==> config.mk <==
export PLATFORM = sky130hd
export DESIGN_NAME = rrst_div
export DESIGN_NICKNAME = d
export VERILOG_FILES = /design/src/rtl/rrst_pkg.sv /design/src/rtl/rrst_div.sv
export SDC_FILE = /design/constraint.sdc
export NUM_CORES = 1
export LEC_CHECK = 0
export BUFFER_PORTS_ARGS = -buffer_cell sky130_fd_sc_hd__buf_2
export CORE_UTILIZATION = 55
export DETAILED_ROUTE_END_ITERATION = 10
export PLACE_DENSITY = 0.76
export REMOVE_ABC_BUFFERS = 1
export SYNTH_ARGS = -nofsm -noshare
export SYNTH_HDL_FRONTEND = slang
export SYNTH_SLANG_ARGS = --single-unit
==> constraint.sdc <==
create_clock -name clk_i -period 5.3 [get_ports clk_i]
set_clock_uncertainty 0.05 [all_clocks]
set_input_delay 0.795 -clock clk_i [delete_from_list [all_inputs] [get_ports clk_i]]
set_output_delay 0.795 -clock clk_i [all_outputs]
set_load 0.02 [all_outputs]
==> src/rtl/rrst_pkg.sv <==
package rrst_pkg;
  localparam int unsigned Entries = 64;
  localparam int unsigned IdxW = (Entries > 1) ? $clog2(Entries) : 1;
  localparam int unsigned CntW = $clog2(Entries + 1);
  localparam int unsigned KeyW = 256;
  localparam logic [31:0] WindowReset = 32'd3600;
  localparam logic [6:0] ScoreMax = 7'd100;

  typedef enum logic [1:0] {
    OpSuccess = 2'd0,
    OpFailure = 2'd1,
    OpRecompute = 2'd2,
    OpQuery = 2'd3
  } op_e;

  typedef struct packed {
    logic start;
    logic [38:0] num;
    logic [33:0] den;
  } div_req_t;

  typedef struct packed {
    logic busy;
    logic done;
    logic [6:0] quo;
  } div_rsp_t;
endpackage

==> src/rtl/rrst_div.sv <==
module rrst_div (
  input  logic clk_i,
  input  logic rst_ni,
  input  rrst_pkg::div_req_t req_i,
  output rrst_pkg::div_rsp_t rsp_o
);
  import rrst_pkg::*;

  logic [38:0] rem_q, rem_d;
  logic [33:0] den_q, den_d;
  logic [6:0] quo_q, quo_d;
  logic [2:0] step_q, step_d;
  logic busy_q, busy_d, done_q, done_d;
  logic [40:0] trial;

  // restoring division: quotient fits in 7 bits since num <= 100*den
  always_comb begin
    rem_d = rem_q;
    den_d = den_q;
    quo_d = quo_q;
    step_d = step_q;
    busy_d = busy_q;
    done_d = 1'b0;
    trial = {2'd0, rem_q} - ({7'd0, den_q} << step_q);
    if (req_i.start) begin
      rem_d = req_i.num;
      den_d = req_i.den;
      quo_d = '0;
      step_d = 3'd6;
      busy_d = 1'b1;
    end else if (busy_q) begin
      if (!trial[40]) begin
        rem_d = trial[38:0];
        quo_d[step_q] = 1'b1;
      end
      if (step_q == 3'd0) begin
        busy_d = 1'b0;
        done_d = 1'b1;
      end else begin
        step_d = step_q - 3'd1;
      end
    end
  end

  always_ff @(posedge clk_i or negedge rst_ni) begin
    if (!rst_ni) begin
      busy_q <= 1'b0;
      done_q <= 1'b0;
      step_q <= '0;
    end else begin
      busy_q <= busy_d;
      done_q <= done_d;
      step_q <= step_d;
    end
  end

  always_ff @(posedge clk_i) begin
    rem_q <= rem_d;
    den_q <= den_d;
    quo_q <= quo_d;
  end

  assign rsp_o.busy = busy_q;
  assign rsp_o.done = done_q;
  assign rsp_o.quo = quo_q;

  assert property (@(posedge clk_i) disable iff (!rst_ni) done_q |-> !busy_q)
    else $error("divider done while busy");
  assert property (@(posedge clk_i) disable iff (!rst_ni) req_i.start |=> busy_q)
    else $error("divider did not start");
  assert property (@(posedge clk_i) disable iff (!rst_ni)
    (busy_q && step_q != 3'd0) |=> busy_q)
    else $error("divider stopped early");
endmodule

==> metrics.yaml, run 1 <==
status: "complete, but fails checks"
failed_checks: "DRC"
drive_above_1_share_pct: 21.78
cts-buffers-inserted: 9
num_vias: 5460
critical_path.startpoint_type: "register"
maxCapViolCount: 0
hold_class: "in2async"
yosysSeqAreaShare_pct: 37.04
placeableCoreArea_mm2: 0.01156
crit_type: "reg2reg"
io_pins: 85
period_minus_slack_ns: 4.711
via_per_inst: 6.319
cts_sinks: 85
cts_root_buf: "clkbuf_16"
worstSkewPairLatency_ns: 0.36
relSlewSlack_pct: 19.00
finalHoldViolCount: 0
yosysUniqueCellTypes: 76
cts_max_level: 3
fillers: 937
setup_viol: 0
cts_resized: 0
die_y_um: 111.8
synth_area_leaders: "edfxtp_1 (33%), mux4_2 (8.1%), ha_1 (7.7%)"
endpoint_kind: "register"
area_growth_pct: 11.45
yosysTopAreaCell: "edfxtp_1"
grt-ovfl-total: 0
synth_cells: 647
placed_area_mm2: 0.007083
slew_viol_final: 0
grt_setup_unrepaired: "no"
cts_hold_buf: 0
diodes: 0
first_pass_iters: 8
slowest_stage: "dfrtp_1"
place_hpwl_um: 12200
cts_tree: "built"
stdcell_area_mm2: 0.007395
cts.reportedPaths.clkPinSlew_ns: 0.07
synthArstFlopShare_pct: 5.882
worst_pin_slew_ns: 1.215
clock.fmax_ghz: 0.2123
numPortBuffers: 84
crit_chain: "clkinv_1 -> a211oi_1 -> a21oi_1 -> mux2i_1 -> ha_1 -> a21oi_1 -> o21ai_0 -> a211oi_2 -> o31ai_4 -> xnor2_1 -> a21o_1 -> buf_4"
cp_slowest_stage_delay_ns: 1.15
place_ws_ns: 0.6961
arrival_ns: 4.69
crit_fanout: 36
required_ns: 5.28
clock_path_buffers: 2
drc: 6
final_cell_mix: "nand2_1 (86), buf_2 (83), edfxtp_1 (73)"
ys_ff_latch: 85
grt_use_total_pct: 26.84
start_util_pct: 57.37
design.die.area_mm2: 0.01251
post_drt_wl_per_cell_um: 18.32
yosysWarnings: 0
grt_max_degree: 62
antenna_found_initial: 0
period_share_pct: 88.88
synth_flop_cell: "edfxtp_1"
routed_wl_um: 15830
ant_nets: 0
die_w_um: 111.8
rows: 39
post_cts_buffers: 0
synth_area_mm2: 0.006635
grt_pass1_wl_um: 25880
cp_common_cell: "a21oi_1"
final_common_cell: "nand2_1"
nets: 834
syn_area_per_cell_um2: 10.26
synth_top_area_share_pct: 33.04
globalplace.congestion: 0.9467
drt-initial-drc-count: 490
fin_tns_setup_ns: 0
fin_ws_ns: 0.5893
grt_pass1_vias: 5131
synth_edf_count: 73
[area by class of cell]
type | count | area [µm²] | area share (%)
Clock buffer | 10 | 250.2 | 3.384
Clock inverter | 6 | 61.31 | 0.8291
Inverter | 16 | 60.06 | 0.8122
Multi-Input combinational cell | 513 | 3910 | 52.88
Sequential cell | 85 | 2459 | 33.25
Tap cell | 143 | 178.9 | 2.420
Timing Repair Buffer | 91 | 475.5 | 6.430
[worst paths after layout]
kind,from,end,slack (ns),depth (start not counted)
hold reg to reg,quo_q[6],quo_q[6],0.41,1
max in group asynchronous,rst_ni,step_q[0],4.88,1
setup / recovery,step_q[1],rem_q[23],0.59,12
min in group clk_i,quo_q[6],quo_q[6],0.41,1
hold / removal,rst_ni,step_q[2],0.18,1
setup reg to reg,step_q[1],rem_q[23],0.59,12
[synthesized netlist by cell type, drive strengths merged (2+ instances only)]
cell,instances
a21o,21
o31ai,7
and2,4
a31oi,5
a221o,2
nand4,9
inv,13
and3,7
xnor2,23
a211oi,8
o21bai,3
or3,2
a21oi,49
a31o,3
nor3,8
clkbuf,21
o21ai,57
dfrtp,5
xor2,11
o311ai,2
buf,12
nand2b,2
a211o,2
mux2i,38
and4,3
a2111oi,2
ha,41
nor2b,7
o31a,3
o21a,6
nand3,10
o22ai,2
dfxtp,7
mux4,24
nor2,30
nor3b,2
o2bb2ai,5
nand2,87
edfxtp,73
clkinv,3
a41oi,3
o211ai,8
mux2,4
[metal layers]
layer	track usage [%]	wire length, µm
met5	0	0
met4	7.387	246
met3	6.532	1139
met2	41.66	7159
met1	37.54	7282
[metrics by stage]
step	utilization, %	std cells	hold slack (ns)
6_report	63.94	864	0.1809
5_1_grt	63.94	864	0.1641
4_1_cts	63.94	864	0.1742
3_5_place_dp	61.25	848	0.3956
3_3_place_gp	61.25	848	0.4021
2_1_floorplan	-	614	0.4494
[cell families after synthesis]
family          after synthesis  share of synthesized area, %
xor+xnor                     34                         4.488
flops                        85                         37.04
mux                          66                         14.56
compound gates              195                         19.56
simple gates                176                         12.30
buf+inv                      49                         4.035
fa+ha+maj                    42                         8.033
[flip-flops by register name, indices dropped and copies added (netlist names)]
name,flops
busy_q,1
quo_q,7
rem_q,39
done_q,1
den_q,34
step_q,3
[critical path, delay by kind of cell (launching register included)]
| family | cells | cell delay [ns] |
|---|---|---|
| AOI/OAI and AO/OA | 7 | 1.53 |
| xor gates and xnor gates | 1 | 0.18 |
| adders and majority gates | 1 | 0.34 |
| buffers and inverters | 2 | 0.91 |
| DFF | 1 | 1.15 |
| muxes | 1 | 0.21 |
Power of run 1 is not shown: default switching activity piles up to over one toggle a cycle in this logic, so the estimate is an artifact.
==> inputs of run 2 (changes only) <==
--- a/config.mk
+++ b/config.mk
@@ -6,9 +6,9 @@
 export NUM_CORES = 1
 export LEC_CHECK = 0
 export BUFFER_PORTS_ARGS = -buffer_cell sky130_fd_sc_hd__buf_2
-export CORE_UTILIZATION = 55
+export CORE_UTILIZATION = 50
 export DETAILED_ROUTE_END_ITERATION = 10
-export PLACE_DENSITY = 0.76
+export PLACE_DENSITY = 0.7
 export REMOVE_ABC_BUFFERS = 1
 export SYNTH_ARGS = -nofsm -noshare
 export SYNTH_HDL_FRONTEND = slang
==> run 2 against run 1 <==
Against the previous run: the flow now finishes without violations; first-iteration DRC count fell by 14%; sequential share of layout area fell by 0.079 points; final cell count is 3.5% higher; non-clock buffer count is 1 higher; final area increased by 0.24%; via count fell by 1.4%; setup slack gained 0.11 ns; hold slack improved by 0.027 ns; critical endpoint is now rem_q[17]; maximum frequency grew 2.5%.
==> metrics.yaml, run 2 (synthesis results as in run 1) <==
status: "finished, final reports clean"  # was complete, but fails checks
grt-ovfl-total: 0  # unchanged
maxCapViolCount: 0  # unchanged
worst_pin_slew_ns: 0.8283  # was 1.215 ns
die_w_um: 117.2  # was 111.8 µm
cts.reportedPaths.clkPinSlew_ns: 0.07  # about the same
first_pass_iters: 5  # was 8
timing.rr.start: "step_q[0]"  # was step_q[1]
hold_class: "in2async"  # unchanged
reg_top3: "rem_q: 39 flops, den_q: 34 flops, quo_q: 7 flops"  # unchanged
drc: 0  # was 6
wl_met1_um: 7950  # was 7282 µm
cts_resized: 0  # unchanged
drive_above_1_share_pct: 21.75  # was 21.78%
routed_wl_um: 16180  # was 15830 µm
via_per_inst: 6.023  # was 6.319
crit_type: "reg2reg"  # unchanged
grt_setup_unrepaired: "no"  # unchanged
r2r_end: "rem_q[17]"  # was rem_q[23]
cts_tree: "built"  # unchanged
wl_met2_um: 7050  # was 7159 µm
crit_fanout: 32  # was 36
worstSkewPairLatency_ns: 0.35  # was 0.36 ns
place_hpwl_um: 12350  # was 12200 µm
rows: 41  # was 39
cts_sinks: 85  # unchanged
largest_reg_flops: 39  # unchanged
final_cell_mix: "nand2_1 (86), buf_2 (83), edfxtp_1 (73)"  # unchanged
ant_nets: 0  # unchanged
finalHoldViolCount: 0  # unchanged
reg2reg_slack_ns: 0.70  # was 0.59 ns
slowest_stage: "dfrtp_2"  # was dfrtp_1
diodes: 0  # unchanged
post_cts_buffers: 0  # unchanged
wl_met3_um: 889  # was 1139 µm
grt_max_degree: 65  # was 62
grt_pass1_vias: 5074  # was 5131
critical_path.startpoint_type: "register"  # unchanged
slew_viol_final: 0  # unchanged
cts_max_level: 3  # unchanged
drt-initial-drc-count: 419  # was 490
num_vias: 5385  # was 5460
numPortBuffers: 84  # unchanged
clock.fmax_ghz: 0.2176  # was 0.2123 GHz
cts_hold_buf: 0  # unchanged
cts-buffers-inserted: 9  # unchanged
cts_root_buf: "clkbuf_16"  # unchanged
reg2reg_depth: 13  # was 12
routed.top_layer: "met4"  # unchanged
setup_viol: 0  # unchanged
clock_path_buffers: 2  # unchanged
crit_chain: "buf_4 -> mux4_2 -> mux2i_1 -> ha_1 -> and3_2 -> nand3_2 -> a21o_1 -> a31oi_1 -> a211oi_2 -> o31ai_4 -> xnor2_1 -> a21o_1 -> buf_4"  # was clkinv_1 -> a211oi_1 -> a21oi_1 -> mux2i_1 -> ha_1 -> a21oi_1 -> o21ai_0 -> a211oi_2 -> o31ai_4 -> xnor2_1 -> a21o_1 -> buf_4
start_util_pct: 51.94  # was 57.37%
final_common_cell: "nand2_1"  # unchanged
arrival_ns: 4.56  # was 4.69 ns
required_ns: 5.26  # was 5.28 ns
die_y_um: 117.2  # was 111.8 µm
antenna_found_initial: 0  # unchanged
globalplace.congestion: 0.9335  # was 0.9467
placeableCoreArea_mm2: 0.01277  # was 0.01156 mm²
relSlewSlack_pct: 44.78  # was 19.00%
cp_slowest_stage_delay_ns: 0.91  # was 1.15 ns
period_share_pct: 86.73  # was 88.88%
io_pins: 85  # unchanged
post_drt_wl_per_cell_um: 18.10  # was 18.32 µm
grt_pass1_wl_um: 25840  # was 25880 µm
endpoint_kind: "register"  # unchanged
regMostFlops: "rem_q"  # unchanged
period_minus_slack_ns: 4.596  # was 4.711 ns
design.die.area_mm2: 0.01373  # was 0.01251 mm²
grt_use_total_pct: 24.92  # was 26.84%
nets: 835  # was 834
area_growth_pct: 11.71  # was 11.45%
worst_hold_slack_ns: 0.2075  # was 0.1809 ns
run 2: cell types whose count changed in the layout (fill, tap and decap cells not counted), sizes merged:
cell and change:
buf +1, clkinvlp +1, clkbuf +1, inv -1, clkinv -1
run 2: worst max-delay path: cells and delay by family (launching register included):
family	cells	cell delay (ns)
buffers and inverters	2	0.68
multiplexers	2	0.73
AND/OR/NAND/NOR	2	0.37
adder cells (fa/ha/maj)	1	0.27
AO/OA/AOI/OAI	5	1.07
flip-flops	1	0.91
XOR/XNOR	1	0.16
run 2: worst max-delay path by stage:
stage,start,depth (start not counted),end
finish,step_q[0],13,rem_q[17]
CTS,step_q[0],13,rem_q[17]
floorplan,step_q[0],11,rem_q[0]
global route,step_q[0],13,rem_q[21]
detailed placement,step_q[0],13,rem_q[23]
global placement,step_q[0],13,rem_q[16]
run 2: layout make-up:
class                      instances  area [µm²]
timing repair buffer              92       483.0
inverter                          16       60.06
fill                            1111        5361
clock buffer                      11       242.7
sequential                        85        2459
tap                              172       215.2
clock inverter                     5       42.54
multi-input combinational        513        3910
run 2: routing by layer:
layer,up-vias,global-route usage (%)
li1,2619,-
met1,2532,36.06
met2,214,38.16
met3,20,3.913
met4,0,8.354
met5,-,0
run 2: metrics by stage:
stage | setup TNS, ns | worst slack (ns) | utilization (%) | area (µm²) | std cells
finish | 0 | 0.7035 | 58.03 | 7412 | 894
global route | 0 | 0.3476 | 58.03 | 7412 | 894
CTS | 0 | 0.7013 | 58.03 | 7412 | 894
detailed placement | 0 | 0.7238 | 55.79 | 7127 | 878
global placement | 0 | 0.8479 | 55.79 | 7127 | 878
floorplan | -0.5189 | -0.01331 | - | 6427 | 614
Power of run 2 is left out for the same reason.
